===== config.mk =====
export PLATFORM = sky130hd
export DESIGN_NAME = sra_cell
export DESIGN_NICKNAME = d
export VERILOG_FILES = /design/src/hdl/sra_pkg.sv /design/src/hdl/sra_cell.sv
export SDC_FILE = /design/constraint.sdc
export NUM_CORES = 1
export LEC_CHECK = 0
export BUFFER_PORTS_ARGS = -buffer_cell sky130_fd_sc_hd__buf_2
export CORE_MARGIN = 2
export CORE_UTILIZATION = 30
export DETAILED_ROUTE_END_ITERATION = 10
export GPL_ROUTABILITY_DRIVEN = 0
export GPL_TIMING_DRIVEN = 1
export PLACE_DENSITY = 0.56
export SLEW_MARGIN = 15
export SYNTH_ARGS = -nofsm -noshare
export SYNTH_HDL_FRONTEND = slang
export SYNTH_SLANG_ARGS = --single-unit

===== constraint.sdc =====
create_clock -name clk -period 5.4 [get_ports clk]
set_input_delay 0.54 -clock clk [delete_from_list [all_inputs] [get_ports clk]]
set_output_delay 0.54 -clock clk [all_outputs]
set_load 0.01 [all_outputs]

===== src/hdl/sra_pkg.sv =====
package sra_pkg;

	localparam int TABLE_ENTRIES_DEF = 32;

	localparam int KEY_W       = 32;
	localparam int TIME_W      = 32;
	localparam int COUNT_W     = 16;
	localparam int WIN_W       = 8;
	localparam int INDEX_W     = 5;
	localparam int IN_DATA_W   = KEY_W + TIME_W;
	localparam int OUT_DATA_W  = 24;
	localparam int CFG_INDEX_W = 8;
	localparam int CFG_DATA_W  = 16;

	localparam logic [COUNT_W-1:0] COUNT_MAX = {COUNT_W{1'b1}};
	localparam logic [COUNT_W-1:0] THR_RESET = 16'd10;
	localparam logic [WIN_W-1:0]   WIN_RESET = 8'd2;

	localparam logic [CFG_INDEX_W-1:0] REG_ALARM_THRESHOLD = 8'd0;
	localparam logic [CFG_INDEX_W-1:0] REG_WINDOW_SECONDS  = 8'd1;

	typedef struct packed {
		logic [COUNT_W-1:0] alarm_threshold;
		logic [WIN_W-1:0]   window_seconds;
	} sra_cfg_t;

	typedef struct packed {
		logic               valid;
		logic               done;
		logic [KEY_W-1:0]   src_ip;
		logic [TIME_W-1:0]  now_seconds;
		logic               alarm;
		logic [COUNT_W-1:0] packet_count;
		logic [INDEX_W-1:0] entry_index;
		logic               new_source;
	} sra_token_t;

endpackage


===== src/hdl/sra_cell.sv =====
module sra_cell
	import sra_pkg::*;
#(
	parameter int INDEX = 0
) (
	input  logic       clk,
	input  logic       arst_n,
	input  logic       advance,
	input  sra_cfg_t   cfg,
	input  sra_token_t tok_in,
	output sra_token_t tok_out
);

	logic               valid_q;
	logic [KEY_W-1:0]   key_q;
	logic [COUNT_W-1:0] count_q;
	logic [TIME_W-1:0]  start_q;
	sra_token_t         tok_q;

	logic               live;
	logic               hit;
	logic               alloc;
	logic [COUNT_W-1:0] count_inc;
	logic [TIME_W-1:0]  elapsed;
	logic               in_window;
	logic [COUNT_W-1:0] count_next;
	sra_token_t         tok_next;

	assign live      = tok_in.valid && !tok_in.done;
	assign hit       = live && valid_q && (key_q == tok_in.src_ip);
	assign alloc     = live && !valid_q;
	assign count_inc = (count_q == COUNT_MAX) ? count_q : count_q + COUNT_W'(1);
	assign elapsed   = tok_in.now_seconds - start_q;
	assign in_window = elapsed < TIME_W'(cfg.window_seconds);
	assign count_next = in_window ? count_inc : '0;

	always_comb begin
		tok_next = tok_in;
		if (hit) begin
			tok_next.done         = 1'b1;
			tok_next.alarm        = in_window && (count_inc > cfg.alarm_threshold);
			tok_next.packet_count = count_next;
			tok_next.entry_index  = INDEX_W'(INDEX);
		end else if (alloc) begin
			tok_next.done         = 1'b1;
			tok_next.packet_count = COUNT_W'(1);
			tok_next.entry_index  = INDEX_W'(INDEX);
			tok_next.new_source   = 1'b1;
		end
	end

	always_ff @(posedge clk or negedge arst_n) begin
		if (!arst_n) begin
			valid_q <= 1'b0;
			tok_q   <= '0;
		end else if (advance) begin
			tok_q <= tok_next;
			if (alloc) begin
				valid_q <= 1'b1;
			end
		end
	end

	// entry payload, qualified by valid_q
	always_ff @(posedge clk) begin
		if (advance) begin
			if (alloc) begin
				key_q   <= tok_in.src_ip;
				count_q <= COUNT_W'(1);
				start_q <= tok_in.now_seconds;
			end else if (hit) begin
				count_q <= count_next;
				if (!in_window) begin
					start_q <= tok_in.now_seconds;
				end
			end
		end
	end

	assign tok_out = tok_q;

endmodule


# Word-level counts from Yosys, hierarchy flattened

Cells that the tools add are included.

Logic and storage cells: 42
Bits of input ports: 116
Output and inout port bits: 89
Bits in registers: 170

$add $sub $neg: 2
Magnitude comparators: 2
Mux-type cells: 12
Reduce and logical (&&, ||, !) cells: 11
Equal/unequal tests: 3

Operators by type and width:

| kind                                                            | count |
|---|---|
| 32-bit 2-to-1 mux                                               | 3 |
| 16-bit 2-to-1 mux                                               | 3 |
| 32-bit equality test                                            | 1 |
| 32-bit by 8-bit less-than comparator with 1-bit output          | 1 |
| 32-bit subtractor                                               | 1 |
| 22-bit 2-to-1 mux                                               | 1 |
| 21-bit 2-to-1 mux                                               | 1 |
| 16-bit by 1-bit adder with 16-bit output, second input constant | 1 |
| 16-bit equality test, second input constant                     | 1 |
| 16-bit greater-than comparator                                  | 1 |
| 1-bit logical AND                                               | 5 |
| 1-bit 2-to-1 mux                                                | 4 |
| 2-bit AND reduction                                             | 2 |
| 3-bit AND reduction                                             | 1 |
| 1-bit logical NOT                                               | 2 |
| 2-bit inequality test, second input constant                    | 1 |
| 2-bit nonzero test                                              | 1 |

# Logic depth before layout (Yosys ltp)

Gate-level depths: netlist of run 1.

Word-level depth: 6
Mapped depth: 18

# Worst setup path after synthesis of run 1

OpenSTA, ideal clock, no wires.

Path type: input port to flip-flop
From: in tok_in[23] (netlist bit)
To: reg start_q[0], enable pin
Slack: 651 ps
Stages on the path: 15
Arrival: 4338 ps
Path buffers: 0
Required time: 4989 ps
Path through: inv_1 -> ha_1 -> fa_1 -> nand2b_1 -> a21oi_1 -> nor2_1 -> xnor2_1 -> ha_1 -> a21o_1 -> a2111oi_0 -> o221ai_1 -> or4_1 -> nor4_4 -> nand4_2 -> o21a_1

Longest elaborated chain between the ends: 4

RTL lines:

| item                                                   | line           | RTL |
|---|---|---|
| start, declared                                        | sra_cell.sv:10 | `input sra_token_t tok_in,` |
| 32-bit subtractor                                      | sra_cell.sv:33 | `assign elapsed = tok_in.now_seconds - start_q;` |
| 32-bit by 8-bit less-than comparator with 1-bit output | sra_cell.sv:34 | `assign in_window = elapsed < TIME_W'(cfg.window_seconds);` |
| 2-bit inequality test (no line)                        | -              |  |
| 3-bit AND reduction (no line)                          | -              |  |
| end signal, assigned                                   | sra_cell.sv:70 | `start_q <= tok_in.now_seconds;` |
| end signal, assigned                                   | sra_cell.sv:74 | `start_q <= tok_in.now_seconds;` |
| end, declared                                          | sra_cell.sv:17 | `logic [TIME_W-1:0] start_q;` |

No other way between the ends.
A chain may end at the register's enable or synchronous reset.

# Worst setup path after layout of run 1

From: reg start_q[0]
To: reg start_q[26], enable pin

Longest elaborated chain between the ends: 4

RTL lines:

| item                                                   | line |
|---|---|
| 32-bit subtractor                                      | sra_cell.sv:33 |
| 32-bit by 8-bit less-than comparator with 1-bit output | sra_cell.sv:34 |
| 2-bit inequality test (no line)                        | - |
| 3-bit AND reduction (no line)                          | - |

No other way between the ends.

==> metrics.md, run 1 <==
| Metric | Value |
|---|---|
| Minimum clock period | 4.627 ns |
| CP max-delay cell | or4_1 |
| Antenna-violating nets left | 0 |
| Number of enable flip-flop cells after synthesis | 80 |
| Hold Buf Count CTS | 0 |
| Area leader, netlist | edfxtp_1 |
| Run status | completed |
| Leak Pwr | 5.079 nW |
| Antenna violations before repair | 0 |
| Required @ worst endpoint | 5.55 ns |
| Mapped cell area | 9886 sq um |
| Cell Chain, Critical Path | ha_1, fa_1, nand2b_1, a21oi_1, nor2_1, xnor2_1, ha_1, a21o_1, a2111oi_0, o221ai_1, or4_1, nor4_4, nand4_2, o21a_1, buf_4 |
| WL per Instance | 16.13 um |
| DP Cell Count | 1542 |
| Clock transition at the registers of the reported paths | 0.07 ns |
| Nets | 1291 |
| Power Density | 282.0 nW/um^2 |
| Register Area | 4654 sq um |
| CP Capture Type | register |
| Top cell by count, worst path | ha_1 |
| Vias | 7609 |
| Sink Count | 170 |
| Port bufs | 204 |
| Mean post-synth cell area | 10.80 sq um |
| Kind of critical path | register to register |
| Area of the multi-input gates | 4771 sq um |
| Max stage delay on crit path | 0.58 ns |
| Largest buffer count on any clock path | 2 |
| Cells after Synth | 915 |
| Relative slew slack | 0.3000 |
| R2R cell count | 15 |
| CP Max Fanout | 32 |
| Netlist cell types | 73 |
| ANT cells | 0 |
| CTS tree | done |
| Sequential cell area fraction in the yosys report | 0.4708 |
| Primary FF master, synth | dfrtp_1 |
| Layout area overhead | 21.54% |
| Final WL | 25.38 mm |
| Pre-CTS WS | 0.4495 ns |
| Worst Path Buf+Inv | 1 |
| Htree depth | 4 |
| Post-route setup TNS | 0 ns |
| Post-Layout Cell Count | 1574 |
| Die area | 34420 sq um |
| Critical Path AT | 4.78 ns |
| Yosys warns | 0 |
| Rows | 66 |
| Post-Syn Nets | 1087 |
| Buffer count from post-CTS setup fixing | 0 |
| Synthesized flop and latch total | 170 |
| Worst-margin pin slew | 1.050 ns |
| Post-synth ARST share | 0.5294 |
| Vias in the first global route | 7522 |
| Share of layout cells above drive strength 1 | 0.3154 |
| First-pass DRT Iterations | 4 |
| Worst flop-to-flop path startpoint | start_q[0] |
| Post-cts resize count | 0 |
| R2R Setup Slk | 0.77 ns |
| Initial core utilization | 0.3046 |
| Clk_lat worst skew | 0.46 ns |
| Chip Height | 185.5 um |
| Initial drt markers | 312 |
| Largest net degree at the start of global routing | 73 |
| Die width | 185.5 um |
| Crit path launch | start_q[0] |
| Most frequent cell after synthesis | dfrtp_1 |
| Routed vias/inst | 4.834 |
| Post-DP HPWL | 19.28 mm |
| Cts bufs inserted | 17 |
| Remaining global-route overflow | 0 |
| Kind of cell adding the most delay to the critical path | simple AND/OR/NAND/NOR gates |
| Critical path startpoint category | register |
| Fillers | 3246 |
| Total Routing Usage GR | 0.1487 |
| Final Worst Setup Slack | 0.7729 ns |
| Max Fclk | 216.1 MHz |
| Largest cells by area after synthesis | edfxtp_1 24%, dfrtp_1 23%, mux2_2 7.4%, ha_1 7.0%, xor2_1 3.6% |
| Final setup viols | 0 |
| Post-synth top cells | 90 x dfrtp_1, 80 x edfxtp_1, 80 x inv_1 |
| VDD IR max | 222.9 uV |
| Fraction of the cycle the final worst path needs | 0.8569 |
| Global-route wire length before repair | 39.75 mm |
| Core area | 32450 sq um |
| DRC | 0 |
| Yosys top cell area share | 0.2430 |
| Io pins | 205 |
| RSZ-0062 raised after global routing | false |
| Min-Delay Path Class | primary input to async pin |
| Max-cap viol count | 0 |
| Worst reg2reg endpoint | start_q[26] |
| Hold Vio Cnt, Final | 0 |
| Slew Viols, Final | 0 |
| Skew final | 0.01742 ns |
| Root Buffer | clkbuf_16 |
[report_power, final]
| group | total (W) | leakage (nW) | internal (W) | switching [W] |
|---|---|---|---|---|
| combinational | 0.000624 | 2.99 | 0.000258 | 0.000366 |
| clock | 0.00128 | 0.298 | 0.000687 | 0.000596 |
| sequential | 0.00148 | 1.79 | 0.00144 | 0.0000396 |
[flip-flops by register name, indices dropped and copies added, names as in the netlist]
name	count
start_q	32
count_q	16
valid_q	1
key_q	32
tok_out	89
[stage by stage]
stage,area (sq um),total power (W),utilization,hold slack (ns)
6_report,12020,0.003389,0.3702,0.06252
5_1_grt,12020,0.003556,0.3702,0.1084
4_1_cts,12020,0.003440,0.3702,0.06316
3_5_place_dp,11400,0.002137,0.3513,0.4899
3_3_place_gp,11400,0.002129,0.3513,0.4847
2_1_floorplan,9886,0.001890,-,0.2444
[layout make-up]
cell class              count  area share
flip-flops and latches    170      0.3874
clock inverters            14     0.01354
well taps                 442     0.04603
repair buffers            217     0.09351
inverters                  80     0.02499
multi-input cells         633      0.3971
clock buffers              18     0.03749
[how the worst max path moves through the flow]
| stage | endpoint | slack, ns | depth (start not counted) |
|---|---|---|---|
| global placement | start_q[1] | 0.47 | 17 |
| global route | start_q[26] | 0.46 | 16 |
| finish | start_q[26] | 0.77 | 15 |
| floorplan | start_q[0] | 0.65 | 15 |
| CTS | start_q[26] | 0.75 | 15 |
| detailed placement | start_q[1] | 0.45 | 17 |
[layer usage]
metal | up-vias | global-route usage | part of all wire
met1 | 3659 | 0.2055 | 0.49
met4 | 0 | 0.04535 | 0.012
met3 | 17 | 0.03287 | 0.049
met2 | 180 | 0.2322 | 0.45
met5 | - | 0 | 0
li1 | 3753 | - | -
[cells in the final DEF, fill, tap and decap left out, types with 17 or more instances in the layout]
master and count:
xnor2_1 26, o21ai_0 32, nor3_1 39, a21oi_1 42, nand2_1 42, xor2_1 41, nor2_1 38, nor2b_1 21
mux2_2 65, clkbuf_16 18, inv_1 80, a31oi_1 17, nand3_1 23, dfrtp_1 90, nor4_1 18, nand4_1 34
buf_2 202, edfxtp_1 80, ha_1 55
[logic make-up after synthesis]
logic type      share of synthesized area
simple gates                       0.1540
compound gates                     0.1178
flops                              0.4708
buf+inv                           0.04658
mux                               0.07809
xor+xnor                          0.06101
fa+ha+maj                         0.07164
No activity file was read; power rests on OpenSTA's default activity.
==> run 2: changes to the inputs <==
--- a/config.mk
+++ b/config.mk
@@ -5,9 +5,11 @@
 export SDC_FILE = /design/constraint.sdc
 export NUM_CORES = 1
 export LEC_CHECK = 0
+export ABC_AREA = 1
 export BUFFER_PORTS_ARGS = -buffer_cell sky130_fd_sc_hd__buf_2
 export CORE_MARGIN = 2
 export CORE_UTILIZATION = 30
+export CTS_CLUSTER_SIZE = 14
 export DETAILED_ROUTE_END_ITERATION = 10
 export GPL_ROUTABILITY_DRIVEN = 0
 export GPL_TIMING_DRIVEN = 1
==> metrics.md, run 2 <==
| Metric | Value |
|---|---|
| Run status | completed |
| Cell Chain, Critical Path | inv_1, ha_1, nand2_1, nand2_1, inv_1, nand2_1, nand2_1, nand2_2, xor2_1, ha_1, a21oi_1, nand2_1, nor2_1, nand2_1, nor2_1, nand2_1, nor2_1, nand3_1, nor2_4, nand3_4, nand2_1, inv_1, buf_4 |
| Remaining global-route overflow | 0 (unchanged) |
| First-pass DRT Iterations | 5 (+1) |
| Cells after Synth | 1412 (+54%) |
| Mean post-synth cell area | 7.592 sq um (-30%) |
| Post-DP HPWL | 23.71 mm (+23%) |
| Leak Pwr | 6.601 nW (+30%) |
| Worst Path Buf+Inv | 4 (+3) |
| DP Cell Count | 2056 (+33%) |
| Post-synth ARST share | 0.5294 (unchanged) |
| Core area | 35400 sq um (+9.1%) |
| WL per Instance | 14.57 um (-9.7%) |
| Yosys warns | 0 (unchanged) |
| Yosys top cell area share | 0.2241 (-0.01892) |
| Netlist cell types | 39 (-47%) |
| Max-cap viol count | 0 (unchanged) |
| Final WL | 30.42 mm (+20%) |
| Initial drt markers | 539 (+73%) |
| ANT cells | 0 (unchanged) |
| VDD IR max | 225.1 uV (+0.97%) |
| Power Density | 245.7 nW/um^2 (-13%) |
| Final setup viols | 0 (unchanged) |
| CTS tree | done |
| Top cell by count, worst path | nand2_1 |
| WHS | 0.02012 ns (-0.04240 ns) |
| Pre-CTS WS | 1.366 ns (+0.9167 ns) |
| Worst flop-to-flop path startpoint | start_q[2] |
| Relative slew slack | 0.3024 (+0.002394) |
| Minimum clock period | 3.732 ns (-0.8953 ns) |
| Antenna violations before repair | 2 (+2) |
| Slew Viols, Final | 0 (unchanged) |
| Max stage delay on crit path | 0.38 ns (-0.20 ns) |
| Required @ worst endpoint | 5.55 ns (about the same) |
| Critical path startpoint category | register |
| R2R Setup Slk | 1.67 ns (+0.90 ns) |
| Port bufs | 204 (unchanged) |
| Mapped cell area | 10720 sq um (+8.4%) |
| Kind of cell adding the most delay to the critical path | simple AND/OR/NAND/NOR gates |
| Largest net degree at the start of global routing | 103 (+41%) |
| Initial core utilization | 0.3029 (-0.001748) |
| Number of enable flip-flop cells after synthesis | 80 (unchanged) |
| Hold Buf Count CTS | 0 (unchanged) |
| Area leader, netlist | edfxtp_1 |
| Post-cts resize count | 0 (unchanged) |
| Worst reg2reg endpoint | start_q[16] |
| Final Worst Setup Slack | 1.668 ns (+0.8953 ns) |
| Global-route wire length before repair | 47.47 mm (+19%) |
| Antenna-violating nets left | 0 (unchanged) |
| Rows | 69 (+4.5%) |
| CP Max Fanout | 32 (unchanged) |
| Skew final | 0.03208 ns (+0.01466 ns) |
| Levels on crit path | 23 (+8) |
| RSZ-0062 raised after global routing | false |
| DRC | 0 (unchanged) |
| Htree depth | 4 (unchanged) |
| Total Routing Usage GR | 0.1640 (+0.01533) |
| Most frequent cells in the layout | 480 x nand2_1, 230 x inv_1, 203 x buf_2 |
| Most frequent cell after synthesis | nand2_1 |
| Largest cells by area after synthesis | edfxtp_1 22%, dfrtp_1 21%, nand2_1 17%, inv_1 8.1%, ha_1 6.4% |
| Chip Height | 193.0 um (+4.0%) |
| Critical Path Sink | start_q[16] |
| Crit path launch | start_q[2] |
| Post-Layout Cell Count | 2088 (+33%) |
| CP max-delay cell | ha_1 |
| Die width | 193.0 um (+4.0%) |
| Fillers | 3731 (+15%) |
| Post-route setup TNS | 0 ns (unchanged) |
| R2R cell count | 23 (+8) |
| Root Buffer | clkbuf_16 |
| Most common cell after layout, fill and taps aside | nand2_1 |
| Sequential cell area fraction in the yosys report | 0.4342 (-0.03665) |
| Post-Syn Nets | 1584 (+46%) |
| Fraction of the cycle the final worst path needs | 0.6911 (-0.1658) |
| Routed vias/inst | 4.531 (-6.3%) |
| Synthesized flop and latch total | 170 (unchanged) |
| Primary FF master, synth | dfrtp_1 |
| Cts bufs inserted | 17 (unchanged) |
| Clock transition at the registers of the reported paths | 0.09 ns (+0.02 ns) |
| Largest buffer count on any clock path | 2 (unchanged) |
| Tot Pwr | 0.003153 W (-7.0%) |
| Max Fclk | 268.0 MHz (+24%) |
| Kind of critical path | register to register |
| Worst-margin pin slew | 1.046 ns (-0.003591 ns) |
| Io pins | 205 (unchanged) |
| Vias in the first global route | 8900 (+18%) |
| CP Capture Type | register |
| Vias | 9460 (+24%) |
| Sink Count | 170 (unchanged) |
| Critical Path AT | 3.88 ns (-0.90 ns) |
| Layout area overhead | 19.69% |
| Share of layout cells above drive strength 1 | 0.1918 (-0.1236) |
| Die area | 37260 sq um (+8.3%) |
| Clk_lat worst skew | 0.46 ns (about the same) |
| Hold Vio Cnt, Final | 0 (unchanged) |
| Min-Delay Path Class | primary input to async pin |
| Nets | 1786 (+38%) |
| Max reg flops | 89 (unchanged) |
| Post-synth top cells | 480 x nand2_1, 231 x inv_1, 100 x nor2_1 |
| Buffer count from post-CTS setup fixing | 0 (unchanged) |
==> run 2: cell type report <==
cell class | instances | area, sq um | area share
Timing Repair Buffer | 210 | 1069 | 0.08328
Clock inverter | 15 | 155.1 | 0.01209
Tap cell | 461 | 576.8 | 0.04495
Sequential cell | 170 | 4654 | 0.3627
Multi-Input combinational cell | 976 | 5052 | 0.3938
Clock buffer | 17 | 425.4 | 0.03315
Inverter | 239 | 898.4 | 0.07001
==> run 2: logic make-up (layout without fill, tap and decap cells) <==
kind of cell	after synthesis	count (layout)	share of synthesized area
fa+ha+maj	56	56	0.06606
flops	170	170	0.4342
compound gates	105	105	0.05264
buf+inv	266	481	0.09535
simple gates	777	777	0.3207
xor+xnor	38	38	0.03105
==> run 2: how the worst min path moves through the flow <==
stage | startpoint | slack (ns) | depth (start not counted) | endpoint
after global routing | arst_n | 0.03 | 1 | tok_out[23]
after global placement | tok_out[50] | 0.45 | 2 | tok_out[50]
after detailed placement | tok_out[48] | 0.46 | 2 | tok_out[48]
final | arst_n | 0.02 | 1 | tok_out[23]
after floorplan | arst_n | 0.24 | 0 | tok_out[0]
after CTS | arst_n | 0.03 | 1 | tok_out[33]
==> run 2: worst reg2reg max path: cells and delay by family (launching register included) <==
| family | cells | cell delay (ns) |
|---|---|---|
| and+or+nand+nor | 15 | 1.75 |
| adders and majority gates | 2 | 0.64 |
| buffers and inverters | 4 | 0.38 |
| DFF | 1 | 0.33 |
| xor gates and xnor gates | 1 | 0.15 |
| AOI/OAI and AO/OA | 1 | 0.13 |
==> run 2: layer usage <==
layer | vias to the layer above | global-route usage | wire length, um
li1 | 4860 | - | -
met1 | 4305 | 0.2330 | 14750
met2 | 251 | 0.2543 | 13300
met3 | 40 | 0.03276 | 1817
met4 | 4 | 0.04312 | 532
met5 | - | 0 | 18
==> run 2: metrics by stage <==
stage	util	area (sq um)
3_3_place_gp	0.3461	12250
2_1_floorplan	-	10720
6_report	0.3625	12830
3_5_place_dp	0.3461	12250
4_1_cts	0.3625	12830
5_1_grt	0.3625	12830
==> run 2: power by group <==
| part | switching (W) | leakage (nW) | internal, W |
|---|---|---|---|
| logic | 0.000302 | 4.49 | 0.000177 |
| clock network | 0.000613 | 0.286 | 0.000618 |
| registers | 0.0000306 | 1.83 | 0.00141 |
==> run 3: changes to the inputs <==
--- a/config.mk
+++ b/config.mk
@@ -5,7 +5,7 @@
 export SDC_FILE = /design/constraint.sdc
 export NUM_CORES = 1
 export LEC_CHECK = 0
-export ABC_AREA = 1
+export ABC_AREA = 0
 export BUFFER_PORTS_ARGS = -buffer_cell sky130_fd_sc_hd__buf_2
 export CORE_MARGIN = 2
 export CORE_UTILIZATION = 30
@@ -13,7 +13,7 @@
 export DETAILED_ROUTE_END_ITERATION = 10
 export GPL_ROUTABILITY_DRIVEN = 0
 export GPL_TIMING_DRIVEN = 1
-export PLACE_DENSITY = 0.56
+export PLACE_DENSITY = 0.58
 export SLEW_MARGIN = 15
 export SYNTH_ARGS = -nofsm -noshare
 export SYNTH_HDL_FRONTEND = slang
==> constraint.sdc (replaced) <==
create_clock -name clk -period 3.4 [get_ports clk]
set_input_delay 0.34 -clock clk [delete_from_list [all_inputs] [get_ports clk]]
set_output_delay 0.34 -clock clk [all_outputs]
set_load 0.01 [all_outputs]
==> metrics.md, run 3 (synthesized netlist as in run 1, its figures left out) <==
| Metric | Value |
|---|---|
| Initial core utilization | 0.3046 (+0.001748) |
| Most common cell after layout, fill and taps aside | buf_2 |
| Largest buffer count on any clock path | 2 (unchanged) |
| Minimum clock period | 4.137 ns (+0.4052 ns) |
| Worst flop-to-flop path startpoint | start_q[0] |
| Max-cap viol count | 0 (unchanged) |
| Critical Path Sink | start_q[7] |
| CP Capture Type | register |
| Layout area overhead | 34.01% |
| Crit path launch | start_q[0] |
| Leak Pwr | 5.759 nW (-13%) |
| Clock transition at the registers of the reported paths | 0.07 ns (-0.02 ns) |
| Remaining global-route overflow | 0 (unchanged) |
| Area after DPL | 12400 sq um (+1.2%) |
| Skew final | 0.01162 ns (-0.02045 ns) |
| Max stage delay on crit path | 0.51 ns (+0.13 ns) |
| Core area | 32450 sq um (-8.3%) |
| RSZ-0062 raised after global routing | true |
| Htree depth | 4 (unchanged) |
| Max reg flops | 89 (unchanged) |
| CTS tree | done |
| Rows | 66 (-4.3%) |
| CP Max Fanout | 8 (-75%) |
| CP max-delay cell | or4_4 |
| Global-route wire length before repair | 43.35 mm (-8.7%) |
| Hold Vio Cnt, Final | 0 (unchanged) |
| Hold path cells | 1 |
| Clk_lat worst skew | 0.45 ns (about the same) |
| Final Worst Setup Slack | -0.7370 ns (-2.405 ns) |
| Die width | 185.5 um (-3.9%) |
| Vias | 8266 (-13%) |
| Chip Height | 185.5 um (-3.9%) |
| Port bufs | 204 (unchanged) |
| Antenna violations before repair | 1 (-1) |
| Largest net degree at the start of global routing | 58 (-44%) |
| Total Routing Usage GR | 0.1616 (-0.002404) |
| Final core utilization | 0.4082 (+0.04571) |
| R2R cell count | 15 (-35%) |
| Critical path startpoint category | register |
| Power Density | 415.2 nW/um^2 (+69%) |
| Relative slew slack | 0.4754 (+0.1730) |
| Kind of critical path | register to register |
| Worst reg2reg endpoint | start_q[7] |
| Worst Path Buf+Inv | 1 (-3) |
| Vias in the first global route | 8136 (-8.6%) |
| Die area | 34420 sq um (-7.6%) |
| Kind of cell adding the most delay to the critical path | compound AO/OA/AOI/OAI gates |
| Cell Chain, Critical Path | ha_4, fa_2, nand2b_4, a21oi_4, nor2_2, xnor2_1, ha_1, a21o_1, a2111oi_4, o221ai_2, or4_4, nor4_4, buf_4, nand4_4, o21a_4 |
| Sink Count | 170 (unchanged) |
| Violated checks | negative setup slack |
| Most frequent cells in the layout | 202 x buf_2, 136 x buf_4, 90 x dfrtp_1 |
| Required @ worst endpoint | 3.59 ns (-1.96 ns) |
| R2R Setup Slk | -0.74 ns (-2.41 ns) |
| Fraction of the cycle the final worst path needs | 1.217 (+0.5257) |
| Final instance area | 13250 sq um (+3.2%) |
| Cts bufs inserted | 17 (unchanged) |
| Root Buffer | clkbuf_16 |
| Final WL | 27.20 mm (-11%) |
| Slew Viols, Final | 0 (unchanged) |
| Io pins | 205 (unchanged) |
| Share of layout cells above drive strength 1 | 0.4035 (+0.2117) |
| Min-Delay Path Class | primary input to register |
| VDD IR max | 331.0 uV (+47%) |
| Nets | 1423 (-20%) |
| Routed vias/inst | 4.842 (+6.9%) |
| WL per Instance | 15.93 um (+9.4%) |
| Critical Path AT | 4.33 ns (+0.45 ns) |
| Post-DP HPWL | 20.75 mm (-12%) |
| Levels on crit path | 15 (-35%) |
| Run status | finished, violations left |
| WHS | 0.1044 ns (+0.08429 ns) |
| First-pass DRT Iterations | 5 (unchanged) |
| Antenna-violating nets left | 0 (unchanged) |
| Hold_sp | tok_in[25] |
| Worst-margin pin slew | 0.7853 ns (-0.2612 ns) |
| Initial drt markers | 433 (-20%) |
| Fillers | 3203 (-14%) |
| Max Fclk | 241.7 MHz (-9.8%) |
| Final setup viols | 65 (+65) |
| DRC | 0 (unchanged) |
| Post-route setup TNS | -43.20 ns (-43.20 ns) |
run 3: cell types whose count changed in the layout (fill, tap and decap cells not counted), sizes merged, moves of 31 or more:
cell	previous run	this run
nand2	495	42
inv	244	87
buf	210	344
nor2	123	38
mux2	0	65
nand3	76	25
nor3	18	49
run 3: routing by layer:
| metal | global-route usage | part of all wire | up-vias |
|---|---|---|---|
| li1 | - | - | 4038 |
| met1 | 0.2150 | 0.45 | 3977 |
| met2 | 0.2593 | 0.48 | 208 |
| met3 | 0.02798 | 0.041 | 43 |
| met4 | 0.06898 | 0.026 | 0 |
| met5 | 0 | 0 | - |
run 3: per-stage QoR:
step,instances,total power (W),setup WS [ns]
after floorplan,915,0.003015,-0.5066
after global placement,1664,0.003504,-0.9023
after detailed placement,1664,0.003523,-1.008
after CTS,1704,0.005547,-0.7645
after global routing,1707,0.005762,-0.8950
final,1707,0.005500,-0.7370
run 3: where the power goes:
group          switching [W]  internal, W
clock               0.000901      0.00109
combinational       0.000629     0.000526
sequential         0.0000642      0.00229
total                0.00159      0.00391
run 3: worst min-delay path by stage:
stage	to	slack (ns)
2_1_floorplan	tok_out[0]	0.04
3_3_place_gp	tok_out[28]	0.38
3_5_place_dp	tok_out[29]	0.40
4_1_cts	key_q[7]	0.08
5_1_grt	start_q[2]	0.08
6_report	start_q[2]	0.10
run 3: cell type report:
| cell class | count | area [sq um] | area share |
|---|---|---|---|
| Antenna cell | 1 | 2.502 | 0.0001889 |
| Clock buffer | 22 | 506.7 | 0.03825 |
| Clock inverter | 10 | 92.59 | 0.006989 |
| Inverter | 80 | 300.3 | 0.02267 |
| Multi-Input combinational cell | 636 | 4974 | 0.3754 |
| Sequential cell | 170 | 4654 | 0.3513 |
| Tap cell | 442 | 553.0 | 0.04175 |
| Timing Repair Buffer | 346 | 2165 | 0.1634 |
run 3: what timing repair did:
action	CTS	global route
pin swaps	4	13
gates cloned	3	1
endpoints found under the setup margin	65	65
hold buffers	1	0
hold endpoints to repair	38	0
resized for setup	15	13
buffers inserted	4	2
